[config.mk]
export PLATFORM = sky130hd
export DESIGN_NAME = timed_action_table
export DESIGN_NICKNAME = d
export VERILOG_FILES = /design/src/tat_pkg.sv /design/src/timed_action_table.sv /design/src/tat_ctrl.sv /design/src/tat_datapath.sv
export SDC_FILE = /design/constraint.sdc
export NUM_CORES = 1
export LEC_CHECK = 0
export BUFFER_PORTS_ARGS = -buffer_cell sky130_fd_sc_hd__buf_2
export CAP_MARGIN = 25
export CORE_ASPECT_RATIO = 1.25
export CORE_MARGIN = 2
export CORE_UTILIZATION = 44
export CTS_CLUSTER_DIAMETER = 80
export DETAILED_ROUTE_END_ITERATION = 16
export GPL_ROUTABILITY_DRIVEN = 0
export PLACE_DENSITY = 0.63
export SLEW_MARGIN = 20
export SYNTH_ARGS = -nofsm -noshare
export SYNTH_HDL_FRONTEND = slang
export SYNTH_SLANG_ARGS = --single-unit
[constraint.sdc]
create_clock -name clock -period 7.5 [get_ports clock]
set_input_delay 1.125 -clock clock [delete_from_list [all_inputs] [get_ports clock]]
set_output_delay 1.125 -clock clock [all_outputs]
set_load 0.005 [all_outputs]
[src/tat_pkg.sv]
// ----------------------------------------------------------------------------
// tat_pkg
// Types and constants shared by the timed action table modules.
// ----------------------------------------------------------------------------
package tat_pkg;

   localparam int ENTRIES_DEFAULT = 16;
   localparam int MAX_RESULTS     = 16;
   localparam int RES_W           = $clog2(MAX_RESULTS + 1);

   localparam int ACTION_W  = 2;
   localparam int TIME_W    = 32;
   localparam int NOTE_CH_W = 4;
   localparam int PITCH_W   = 7;
   localparam int TCHAN_W   = 10;
   localparam int TVAL_W    = 8;
   localparam int DELAY_W   = 16;

   typedef enum logic [ACTION_W-1:0] {
      ACT_SCHEDULE = 2'd0,
      ACT_CANCEL   = 2'd1,
      ACT_CHECK    = 2'd2
   } action_type;

   typedef enum logic [1:0] {
      ST_IDLE,
      ST_SCAN,
      ST_DRAIN
   } ctl_state_type;

   // one table entry as held in slot memory
   typedef struct packed {
      logic [NOTE_CH_W-1:0] note_channel;
      logic [PITCH_W-1:0]   note_pitch;
      logic [TCHAN_W-1:0]   target_channel;
      logic [TVAL_W-1:0]    target_value;
      logic [TIME_W-1:0]    deadline;
   } slot_type;

   typedef struct packed {
      logic write;   // schedule: store request at ring pointer
      logic start;   // cancel/check: latch request, restart scan
      logic scan;    // scan in progress
      logic flush;   // move held result to output as final word
   } tat_cmd_type;

   typedef struct packed {
      logic scan_end;    // all slots seen (or result cap hit), pipe empty
      logic pend_valid;  // a result is held back waiting for its last flag
      logic out_free;    // output register can load this cycle
   } tat_sts_type;

endpackage

[src/timed_action_table.sv]
// ----------------------------------------------------------------------------
// timed_action_table
// Table of pending timed actions: schedule, cancel by note key, check expiry.
// ----------------------------------------------------------------------------
//
//   Channel  Dir  Handshake              Word
//   req_     in   req_valid / req_ready  action, now, note key, target, delay
//   rsp_     out  rsp_valid / rsp_ready  out_channel, out_value, last
//
// A schedule is stored as it is accepted; cancel and check run a slot scan (accept,
// one memory read per slot, last compare, scan end, final-word drain), the
// slot scan reading one memory entry per cycle unless a check stall holds it.
// A check stalls its scan when a second expired slot is found while the
// output register still holds an untaken word.
// A new request is taken while the final word of the last check waits.
// Reset is synchronous, active high; no clearing pass is needed, valid bits
// reset at once.
//
module timed_action_table #(
   parameter int ENTRIES = tat_pkg::ENTRIES_DEFAULT
) (
   input  logic                          clock,
   input  logic                          reset,
   input  logic                          req_valid,
   output logic                          req_ready,
   input  logic [tat_pkg::ACTION_W-1:0]  req_action,
   input  logic [tat_pkg::TIME_W-1:0]    req_now,
   input  logic [tat_pkg::NOTE_CH_W-1:0] req_note_channel,
   input  logic [tat_pkg::PITCH_W-1:0]   req_note_pitch,
   input  logic [tat_pkg::TCHAN_W-1:0]   req_target_channel,
   input  logic [tat_pkg::TVAL_W-1:0]    req_target_value,
   input  logic [tat_pkg::DELAY_W-1:0]   req_delay,
   output logic                          rsp_valid,
   input  logic                          rsp_ready,
   output logic [tat_pkg::TCHAN_W-1:0]   rsp_out_channel,
   output logic [tat_pkg::TVAL_W-1:0]    rsp_out_value,
   output logic                          rsp_last
);
   import tat_pkg::*;

   tat_cmd_type cmd;
   tat_sts_type sts;

   // sequencer: owns the request handshake and the scan phases
   tat_ctrl u_ctrl (
      .clock      (clock),
      .reset      (reset),
      .req_valid  (req_valid),
      .req_action (req_action),
      .req_ready  (req_ready),
      .sts        (sts),
      .cmd        (cmd)
   );

   // storage and scan pipe; one expired result is held back so the
   // last flag can be set once the scan knows no more follow
   tat_datapath #(
      .ENTRIES (ENTRIES)
   ) u_datapath (
      .clock              (clock),
      .reset              (reset),
      .cmd                (cmd),
      .sts                (sts),
      .req_action         (req_action),
      .req_now            (req_now),
      .req_note_channel   (req_note_channel),
      .req_note_pitch     (req_note_pitch),
      .req_target_channel (req_target_channel),
      .req_target_value   (req_target_value),
      .req_delay          (req_delay),
      .rsp_valid          (rsp_valid),
      .rsp_ready          (rsp_ready),
      .rsp_out_channel    (rsp_out_channel),
      .rsp_out_value      (rsp_out_value),
      .rsp_last           (rsp_last)
   );

endmodule

[src/tat_ctrl.sv]
// ----------------------------------------------------------------------------
// tat_ctrl
// Sequencer: accepts one request, runs the slot scan, drains the final word.
// ----------------------------------------------------------------------------
module tat_ctrl (
   input  logic                      clock,
   input  logic                      reset,
   input  logic                      req_valid,
   input  logic [tat_pkg::ACTION_W-1:0] req_action,
   output logic                      req_ready,
   input  tat_pkg::tat_sts_type      sts,
   output tat_pkg::tat_cmd_type      cmd
);
   import tat_pkg::*;

   ctl_state_type state_ff, state_in;

   always_ff @(posedge clock) begin
      if (reset) begin
         state_ff <= ST_IDLE;
      end else begin
         state_ff <= state_in;
      end
   end

   always_comb begin
      state_in  = state_ff;
      req_ready = 1'b0;
      cmd       = '0;
      case (state_ff)
         ST_IDLE: begin
            req_ready = 1'b1;
            if (req_valid) begin
               case (req_action)
                  ACT_SCHEDULE: begin
                     cmd.write = 1'b1;
                  end
                  ACT_CANCEL, ACT_CHECK: begin
                     cmd.start = 1'b1;
                     state_in  = ST_SCAN;
                  end
                  default: begin
                     // unused code: consumed, no effect
                  end
               endcase
            end
         end
         ST_SCAN: begin
            cmd.scan = 1'b1;
            if (sts.scan_end) begin
               state_in = ST_DRAIN;
            end
         end
         ST_DRAIN: begin
            if (!sts.pend_valid) begin
               state_in = ST_IDLE;
            end else if (sts.out_free) begin
               cmd.flush = 1'b1;
               state_in  = ST_IDLE;
            end
         end
         default: begin
            state_in = ST_IDLE;
         end
      endcase
   end

endmodule

[src/tat_datapath.sv]
// ----------------------------------------------------------------------------
// tat_datapath
// Slot memory, valid bits, ring pointer, scan pipe and result registers.
// ----------------------------------------------------------------------------
module tat_datapath #(
   parameter int ENTRIES = tat_pkg::ENTRIES_DEFAULT
) (
   input  logic                          clock,
   input  logic                          reset,
   input  tat_pkg::tat_cmd_type          cmd,
   output tat_pkg::tat_sts_type          sts,
   input  logic [tat_pkg::ACTION_W-1:0]  req_action,
   input  logic [tat_pkg::TIME_W-1:0]    req_now,
   input  logic [tat_pkg::NOTE_CH_W-1:0] req_note_channel,
   input  logic [tat_pkg::PITCH_W-1:0]   req_note_pitch,
   input  logic [tat_pkg::TCHAN_W-1:0]   req_target_channel,
   input  logic [tat_pkg::TVAL_W-1:0]    req_target_value,
   input  logic [tat_pkg::DELAY_W-1:0]   req_delay,
   output logic                          rsp_valid,
   input  logic                          rsp_ready,
   output logic [tat_pkg::TCHAN_W-1:0]   rsp_out_channel,
   output logic [tat_pkg::TVAL_W-1:0]    rsp_out_value,
   output logic                          rsp_last
);
   import tat_pkg::*;

   localparam int IDX_W = $clog2(ENTRIES);
   localparam int CNT_W = $clog2(ENTRIES + 1);

   slot_type mem [ENTRIES];

   logic [ENTRIES-1:0] valid_ff, valid_in;
   logic [IDX_W-1:0]   wr_ptr_ff, wr_ptr_in;
   logic [CNT_W-1:0]   rd_idx_ff, rd_idx_in;
   logic [RES_W-1:0]   cnt_ff, cnt_in;
   logic               ev_valid_ff, ev_valid_in;
   logic               pend_valid_ff, pend_valid_in;
   logic               rsp_valid_ff, rsp_valid_in;

   // payload, no reset
   slot_type             rd_q_ff;
   logic [IDX_W-1:0]     ev_idx_ff;
   logic                 check_ff;
   logic [TIME_W-1:0]    now_ff;
   logic [NOTE_CH_W-1:0] key_ch_ff;
   logic [PITCH_W-1:0]   key_pitch_ff;
   logic [TCHAN_W-1:0]   pend_ch_ff;
   logic [TVAL_W-1:0]    pend_val_ff;
   logic [TCHAN_W-1:0]   rsp_ch_ff;
   logic [TVAL_W-1:0]    rsp_val_ff;
   logic                 rsp_last_ff;

   slot_type slot_new;
   logic     issue_end, cap_hit, key_hit, due, hit, out_free, stall, issue, take, move;

   always_comb begin
      slot_new.note_channel   = req_note_channel;
      slot_new.note_pitch     = req_note_pitch;
      slot_new.target_channel = req_target_channel;
      slot_new.target_value   = req_target_value;
      slot_new.deadline       = req_now + TIME_W'(req_delay);

      issue_end = (rd_idx_ff == CNT_W'(ENTRIES));
      cap_hit   = (cnt_ff == RES_W'(MAX_RESULTS));
      key_hit   = (rd_q_ff.note_channel == key_ch_ff) && (rd_q_ff.note_pitch == key_pitch_ff);
      due       = (rd_q_ff.deadline <= now_ff);
      hit       = ev_valid_ff && valid_ff[ev_idx_ff] && !cap_hit && (check_ff ? due : key_hit);
      out_free  = !rsp_valid_ff || rsp_ready;
      // second hit with a held result and a full output: freeze the pipe
      stall     = hit && check_ff && pend_valid_ff && !out_free;
      issue     = cmd.scan && !issue_end && !cap_hit && !stall;
      take      = hit && !stall;
      move      = take && check_ff && pend_valid_ff;

      valid_in = valid_ff;
      if (cmd.write) begin
         valid_in[wr_ptr_ff] = 1'b1;
      end
      if (take) begin
         valid_in[ev_idx_ff] = 1'b0;
      end

      wr_ptr_in = wr_ptr_ff;
      if (cmd.write) begin
         wr_ptr_in = (wr_ptr_ff == IDX_W'(ENTRIES - 1)) ? '0 : wr_ptr_ff + 1'b1;
      end

      rd_idx_in = cmd.start ? '0 : (issue ? rd_idx_ff + 1'b1 : rd_idx_ff);

      ev_valid_in = cmd.start ? 1'b0 : (stall ? ev_valid_ff : issue);

      cnt_in = cnt_ff;
      if (cmd.start) begin
         cnt_in = '0;
      end else if (take && check_ff) begin
         cnt_in = cnt_ff + 1'b1;
      end

      pend_valid_in = pend_valid_ff;
      if (cmd.start || cmd.flush) begin
         pend_valid_in = 1'b0;
      end else if (take && check_ff) begin
         pend_valid_in = 1'b1;
      end

      rsp_valid_in = (move || cmd.flush) ? 1'b1 : (rsp_ready ? 1'b0 : rsp_valid_ff);

      sts.scan_end   = (issue_end || cap_hit) && !ev_valid_ff;
      sts.pend_valid = pend_valid_ff;
      sts.out_free   = out_free;
   end

   always_ff @(posedge clock) begin
      if (reset) begin
         valid_ff      <= '0;
         wr_ptr_ff     <= '0;
         rd_idx_ff     <= '0;
         cnt_ff        <= '0;
         ev_valid_ff   <= 1'b0;
         pend_valid_ff <= 1'b0;
         rsp_valid_ff  <= 1'b0;
      end else begin
         valid_ff      <= valid_in;
         wr_ptr_ff     <= wr_ptr_in;
         rd_idx_ff     <= rd_idx_in;
         cnt_ff        <= cnt_in;
         ev_valid_ff   <= ev_valid_in;
         pend_valid_ff <= pend_valid_in;
         rsp_valid_ff  <= rsp_valid_in;
      end
   end

   // slot memory: one write port, one registered read port
   always_ff @(posedge clock) begin
      if (cmd.write) begin
         mem[wr_ptr_ff] <= slot_new;
      end
      if (issue) begin
         rd_q_ff   <= mem[rd_idx_ff[IDX_W-1:0]];
         ev_idx_ff <= rd_idx_ff[IDX_W-1:0];
      end
   end

   always_ff @(posedge clock) begin
      if (cmd.start) begin
         check_ff     <= (req_action == ACT_CHECK);
         now_ff       <= req_now;
         key_ch_ff    <= req_note_channel;
         key_pitch_ff <= req_note_pitch;
      end
      if (take && check_ff) begin
         pend_ch_ff  <= rd_q_ff.target_channel;
         pend_val_ff <= rd_q_ff.target_value;
      end
      if (move) begin
         rsp_ch_ff   <= pend_ch_ff;
         rsp_val_ff  <= pend_val_ff;
         rsp_last_ff <= 1'b0;
      end else if (cmd.flush) begin
         rsp_ch_ff   <= pend_ch_ff;
         rsp_val_ff  <= pend_val_ff;
         rsp_last_ff <= 1'b1;
      end
   end

   assign rsp_valid       = rsp_valid_ff;
   assign rsp_out_channel = rsp_ch_ff;
   assign rsp_out_value   = rsp_val_ff;
   assign rsp_last        = rsp_last_ff;

endmodule

# Yosys cells after proc, flatten, opt, wreduce, memory -nomap -nowiden
# Memory sizes are Yosys's and may differ from the RTL's. A register that Yosys moved wholly into a read port is not among the register bits.
# Cells that the tools add are included.
# classes
div_mod_pow,0
n_bitwise,3
muxes,33
n_shift,0
magnitude_cmp,5
n_eq_ne,13
add_sub_neg,4
multipliers,0
reduce_logical,34
# ops
cell,count
32-bit by 16-bit adder with 32-bit output,1
32-bit less-or-equal comparator,1
16-bit 2-to-1 mux,2
10-bit 2-to-1 mux,2
16-bit bitwise AND,1
1-bit logical AND,16
8-bit 2-to-1 mux,2
16-bit inverter,1
16-bit OR,1
1-bit 2-to-1 mux,15
2-bit 2-to-1 mux,7
"5-bit by 1-bit adder with 5-bit output, second input constant",2
"5-bit == test, second input constant",2
"4-bit by 5-bit < comparator with 1-bit output, second input constant",2
1-bit demux with 4-bit select,2
"4-bit by 1-bit greater-or-equal comparator with 1-bit output, second input constant",2
7-bit == test,1
1-bit logical NOT,6
"2-bit != test, second input constant",3
2-bit case mux with 3 select lines,1
2-bit OR reduction,3
"4-bit by 1-bit adder with 4-bit output, second input constant",1
1-bit binary-select mux with 4-bit select,1
"2-bit by 1-bit == test with 1-bit output, second input constant",2
9 further kinds,15
# word_totals
n_memories,1
register_bits,120
latch_bits,0
ram_bits,976
romBits,0
output_inout_bits,21
elab_cells,111
# mem_list
name,depth,width,rd,rd_ports_with_merged_regs,wr,line_no,source
u_datapath.mem,16,61,1,1,1,tat_datapath.sv:30,slot_type mem [ENTRIES];

# Logic depth before layout (Yosys ltp)
# Gate-level depths: netlist of run 1.
# depth
depth_word,14
depth_mapped,11
depth_no_buf,10

# Modules after synthesis
# A second synthesis of run 1 with hierarchy kept.
# hier_totals
hier_cells,1989
area_unflattened_um2,44759.2
# modules_own_cells
module,seq_area_each_um2,n_inst,cells_per_inst,area_each_um2
tat_datapath,34342.9,1,1972,44609.0
tat_ctrl,40.0,1,17,150.1

# Worst setup path before layout of run 1
# OpenSTA, ideal clock, no wires.
# synth_path
kind,input-to-reg
start,input req_action[0] (netlist bit)
end,memory u_datapath.mem[3][0] (netlist bit) (enable)
arrival_time_ns,6.065
slack_ns,0.877
stages,6
t_required_ns,6.942
cell_sequence,inv_1 -> ha_1 -> and3_1 -> clkbuf_1 -> nand2_1 -> nor3_1
# synth_between
elab_chain_len,6
# synth_rtl
element,line_no,source
start: declaration,timed_action_table.sv:26,"input logic [tat_pkg::ACTION_W-1:0] req_action,"
2-bit logical NOT,tat_ctrl.sv:34,case (req_action)
1-bit 2-to-1 mux,tat_ctrl.sv:34,
2-bit 2-to-1 mux,tat_ctrl.sv:33,if (req_valid) begin
2-bit 2-to-1 mux,tat_ctrl.sv:30,case (state_ff)
1-bit 2-to-1 mux,tat_datapath.sv:135,if (cmd.write) begin
1-bit 2-to-1 mux (not written as such),tat_datapath.sv:136,mem[wr_ptr_ff] <= slot_new;
end: declaration,tat_datapath.sv:30,
# No other way between the ends.

==> results.cfg, run 1 <==
[setup_path]
crit_end = u_datapath.mem[13][16]$_DFFE_PP_
path_max_fanout = 16
start_kind = input pin
crit_type = in -> reg
reg2reg_slack_ns = 3.71
cp-startpoint = req_now[4]
cp.required_ns = 7.90
r2r_start = u_datapath.rd_q_ff[30]$_DFFE_PP_
arrival_ns = 4.36
r2r_cells = 9
cp-end-kind = flop
r2r-end = u_datapath.rd_q_ff[25]$_DFFE_PP_

[clock_tree]
cts_buffers = 108
cts_buffer_depth = 3
cts.reportedPaths.clkPinSlew_ns = 0.06
cts_tree = yes
clockRootBuffer = clkbuf_16
postCtsSetupBuffers = 0
htreeDepth = 3
numClockSinks = 1157
clk_latency_ns = 0.74
cts_hold_buf = 0
cts_resized = 0

[layout]
finalNonFillerCells = 3673
syn2layout_area_growth_pct = 13.8
layout-drive-gt1-share = 0.288
fin_nets = 2391
final_util = 0.504

[route]
drt_pre_antenna_iters = 5
first_iter_violations = 1990
route.vias.total = 21300
drc = 0
ant_nets = 0
viasPerCell = 5.80
wire_per_inst_um = 27.5
wirelength_um = 101000

[place]
place_inst = 3462
port_buffers = 103
place_ws_ns = 2.84
hpwl_um = 55200

[synth]
yosys.cell_count.top_type = edfxtp_1
synth_warnings = 0
synth_top_cell_area_share = 0.746
yosysTopAreaCell = edfxtp_1
synthArstFlopShare = 0
synth_common_cells = edfxtp_1, mux4_2, clkbuf_1
synth_seq_cells = 1157
synth-edff-count = 1121
syn_inst = 2078
avgSynthCellArea_um2 = 21.7
syn_nets = 2220
netlist_area_um2 = 45100
ys.flop_type = edfxtp_1
synth_cell_types = 64
synth.top_cells.by_area = edfxtp_1, mux4_2, ha_1, dfxtp_1, clkbuf_1
yosysSeqAreaShare = 0.762

[die]
core_um2 = 102000
dieWidth_um = 290
die_area_um2 = 105000
initial_core_util = 0.443
fp.dieH_um = 362
rows = 131
ios = 104

[outcome]
status = finished clean

[sta]
finClkSkew_ns = 0.0794
hold_viol_final = 0
drv_slew = 0
slew_headroom = 0.306
final.min_clock_period_ns = 3.97
rsz0062_at_grt = false
fin_ws_ns = 3.53
finalSetupTns_ns = 0
tightest_slew_ns = 1.04
max_freq_mhz = 252
setup_violations = 0
finalCritPeriodShare = 0.529

[power]
leakagePower_nw = 15.9
p_per_area_nw_per_um2 = 266
vdd_drop_max_v = 0.000211

[global_route]
grt_max_degree = 130
antenna_found_initial = 10
grt_pass1_vias = 22300
grt_pass1_wl_um = 149000
track_usage = 0.193
grt-ovfl-total = 0

[run]
cap_violations = 0

[min_path]
min_path_type = reg -> reg
hold_depth = 0
[state kept, by name, indices dropped and copies added, names as in the netlist]
| register | cells |
|---|---|
| u_datapath.pend_val_ff | 8 |
| u_datapath.mem | 976 |
| u_datapath.rsp_valid | 1 |
| u_datapath.rsp_out_value | 8 |
| u_datapath.pend_valid_ff | 1 |
| u_datapath.valid_ff | 16 |
| u_datapath.rd_idx_ff | 5 |
| u_datapath.key_ch_ff | 4 |
| u_datapath.ev_idx_ff | 4 |
| u_datapath.check_ff | 1 |
| u_datapath.ev_valid_ff | 1 |
| u_datapath.cnt_ff | 5 |
| u_datapath.rd_q_ff | 61 |
| u_datapath.now_ff | 32 |
| u_datapath.wr_ptr_ff | 4 |
| u_datapath.key_pitch_ff | 7 |
| u_ctrl.state_ff | 2 |
| u_datapath.pend_ch_ff | 10 |
| u_datapath.rsp_out_channel | 10 |
| u_datapath.rsp_last | 1 |
[layout by cell type (no fill, tap or decap), drive strengths merged, types with 6 or more instances in the layout]
cell type,synthesis,routed
edfxtp,1121,1121
mux4,309,309
buf,31,151
clkbuf,62,127
inv,55,62
ha,58,58
nor2,56,56
nand2,52,52
clkinv,0,52
a21oi,41,41
dfxtp,36,36
xnor2,26,26
o21ai,25,25
nand3,19,19
nand4,17,17
a211oi,16,16
nor3,15,15
bufinv,0,14
and3,12,12
nand2b,9,9
mux2i,8,8
nor4b,8,8
nor4,6,6
o211ai,6,6
a21o,6,6
o311ai,6,6
xor2,6,6
[how the worst min path moves through the flow]
stage | from | endpoint
floorplan | u_datapath.rd_q_ff[40]$_DFFE_PP_ | u_datapath.pend_ch_ff[0]$_DFFE_PP_
finish | u_datapath.pend_val_ff[1]$_DFFE_PP_ | u_datapath.rsp_out_value[1]$_DFFE_PP_
detailed placement | u_datapath.rd_q_ff[47]$_DFFE_PP_ | u_datapath.pend_ch_ff[7]$_DFFE_PP_
global placement | u_datapath.pend_ch_ff[6]$_DFFE_PP_ | u_datapath.rsp_out_channel[6]$_DFFE_PP_
global route | u_datapath.rd_q_ff[44]$_DFFE_PP_ | u_datapath.pend_ch_ff[4]$_DFFE_PP_
CTS | u_datapath.pend_val_ff[1]$_DFFE_PP_ | u_datapath.rsp_out_value[1]$_DFFE_PP_
[kinds of logic (layout without fill, tap and decap cells)]
family,after synthesis,count (layout),share of synthesized area
adders and majority gates,59,59,0.0165
AOI/OAI and AO/OA,138,138,0.0212
DFF,1157,1157,0.762
xor gates and xnor gates,32,32,0.00621
other,0,2,0
muxes,318,318,0.156
buffers and inverters,148,411,0.0126
and+or+nand+nor,226,226,0.0256
[critical path, stage by stage]
cell	delay, ns
buf_2	0.12
ha_1	0.37
and2_0	0.21
o21ai_0	0.33
a31oi_1	0.19
o21a_1	0.24
o21a_1	0.34
or2_0	0.52
o311ai_2	0.90
[per-stage QoR]
| step | hold WS [ns] | area (um^2) | power (W) |
|---|---|---|---|
| final | 0.418 | 51400 | 0.0136 |
| after global routing | 0.426 | 51400 | 0.0141 |
| after CTS | 0.418 | 51200 | 0.0138 |
| after detailed placement | 0.405 | 47600 | 0.00821 |
| after global placement | 0.405 | 47500 | 0.00817 |
| after floorplan | 0.400 | 45100 | 0.00792 |
[power breakdown]
| part | switching (W) | internal (W) | leakage [nW] | total (W) |
|---|---|---|---|---|
| combinational | 0.000456 | 0.000317 | 3.76 | 0.000774 |
| clock | 0.00243 | 0.00315 | 1.76 | 0.00558 |
| sequential | 0.0000433 | 0.00725 | 10.4 | 0.00729 |
| total | 0.00293 | 0.0107 | 15.9 | 0.0136 |
[layer usage]
layer / share of wire / global-route usage / vias to the layer above
met1: 0.40 / 0.251 / 11400
li1: - / - / 9072
met3: 0.046 / 0.0283 / 156
met4: 0.024 / 0.0622 / 4
met2: 0.53 / 0.337 / 647
met5: 0.00018 / 0 / -
[layout make-up]
type / count / area (um^2)
Multi-Input combinational cell: 773 / 10400
Tap cell: 1330 / 1660
Clock buffer: 124 / 2760
Inverter: 55 / 206
Sequential cell: 1157 / 34400
Clock inverter: 78 / 862
Fill cell: 7969 / 50600
Antenna cell: 2 / 5.00
Timing Repair Buffer: 154 / 1030
(Power assumes the default switching activity.)
==> run 2, diff against run 1 <==
PLACE_DENSITY = 0.66   (was 0.63)
clock period = 3.38 ns   (was 7.5 ns; I/O delays follow)
==> results.cfg, run 2 (synthesis gave the netlist of run 1 again) <==
[route]
route.vias.total = 21800
wire_per_inst_um = 27.2
wl_met3_um = 6160
drc = 0
viasPerCell = 5.80
drt_pre_antenna_iters = 5
detailroute.wirelength.met2_um = 53100
ant_nets = 0
first_iter_violations = 2150
top_layer = met5
wirelength_um = 102000
routedLengthMet1_um = 40100

[sta]
drv_slew = 0
max_freq_mhz = 311
rsz0062_at_grt = false
hold_viol_final = 0
final.min_clock_period_ns = 3.22
finClkSkew_ns = 0.0859
slew_headroom = 0.301
tightest_slew_ns = 1.05
setup_violations = 0
finalCritPeriodShare = 0.952

[setup_path]
path_max_fanout = 14
crit_type = reg -> reg
arrival_ns = 3.58
cp.required_ns = 3.75
reg2reg_slack_ns = 0.16
start_kind = flop
cp-end-kind = flop

[clock_tree]
numClockSinks = 1157
cts.reportedPaths.clkPinSlew_ns = 0.07
cts_buffers = 111
cts_tree = yes
cts_buffer_depth = 3
clk_latency_ns = 0.72
postCtsSetupBuffers = 0
htreeDepth = 3
clockRootBuffer = clkbuf_16

[global_route]
grt_pass1_vias = 23000
antenna_found_initial = 10
grt_max_degree = 54
grt_pass1_wl_um = 152000
grt-ovfl-total = 0
track_usage = 0.196

[layout]
syn2layout_area_growth_pct = 16.7
final_util = 0.517
design_area_um2 = 52700
reg_top3 = u_datapath.mem: 976 flops, u_datapath.rd_q_ff: 61 flops, u_datapath.now_ff: 32 flops
seq_area_um2 = 34400
fin_nets = 2478
fillers = 7900
layout_common_cells = edfxtp_1, mux4_2, clkbuf_16, buf_2, buf_4
multiInputGateArea_um2 = 10500
layout-drive-gt1-share = 0.307
regMostFlops = u_datapath.mem
layout_commonest_cell = edfxtp_1
largest_register_ffs = 976

[place]
port_buffers = 103
hpwl_um = 57300
dpl-instance-area_um2 = 48700

[power]
vdd_drop_max_v = 0.000503
swShare = 0.212
comb_power_share = 0.060
p_per_area_nw_per_um2 = 583
pwr-share-seq = 0.526
switching_power_w = 0.00651
internal-power_w = 0.0242
clkPwrFrac = 0.415
leakagePower_nw = 16.4
finalPower_w = 0.0307

[die]
dieWidth_um = 290
rows = 131
ios = 104
core_um2 = 102000
fp.dieH_um = 362
initial_core_util = 0.443
die_area_um2 = 105000

[run]
cap_violations = 0

[outcome]
status = finished clean

[min_path]
min_path_type = in -> reg
run 2: stage by stage:
step           cells  hold WS, ns  TNS (ns)  setup WS (ns)
2_1_floorplan   2078        0.400   -543.32         -0.985
3_3_place_gp    3537        0.407    -0.384        -0.0196
3_5_place_dp    3538        0.405    -12.76         -0.184
4_1_cts         3759       0.0187         0         0.0440
5_1_grt         3762       0.0382         0         0.0391
6_report        3762       0.0665         0          0.162
run 2: power groups by stage:
stage	Combinational, W	Clock (W)	Sequential [W]
floorplan	0.00113	0	0.0164
global placement	0.00175	0	0.0165
detailed placement	0.00182	0	0.0165
CTS	0.00184	0.0130	0.0162
global route	0.00200	0.0135	0.0162
finish	0.00183	0.0127	0.0162
run 2: worst max-delay path, stage by stage (launching register included):
cell	delay (ns)
edfxtp_1	0.39
ha_1	0.32
nand4_1	0.26
nor4_1	0.52
buf_4	0.23
nand3_2	0.09
a41oi_4	0.33
a2111oi_4	0.12
a21boi_4	0.27
buf_4	0.33
run 2: final timing paths:
kind / from / endpoint / depth (start not counted)
worst max-delay path: u_datapath.rd_q_ff[25]$_DFFE_PP_ / u_datapath.rd_q_ff[52]$_DFFE_PP_ / 9
worst min-delay path: req_now[30] / u_datapath.now_ff[30]$_DFFE_PP_ / 1
worst max register to register: u_datapath.rd_q_ff[25]$_DFFE_PP_ / u_datapath.rd_q_ff[52]$_DFFE_PP_ / 9
worst min register to register: u_datapath.pend_val_ff[1]$_DFFE_PP_ / u_datapath.rsp_out_value[1]$_DFFE_PP_ / 0
run 2: area by class of cell:
type	instances	area share
well taps	1330	0.0316
clock inverters	78	0.0183
diodes	2	0.0000950
clock buffers	129	0.0540
repair buffers	238	0.0408
inverters	55	0.00392
multi-input cells	773	0.198
flip-flops and latches	1157	0.653
run 2: layer usage:
metal	up-vias	GRT usage
met4	6	0.0653
met5	-	0
met1	11600	0.254
li1	9241	-
met3	176	0.0277
met2	773	0.344
run 2: what timing repair did:
item / CTS / global route
resized for setup: 0 / 7
endpoints found under the setup margin: 0 / 92
endpoints found under the hold margin: 14 / 0
hold buffers: 14 / 0
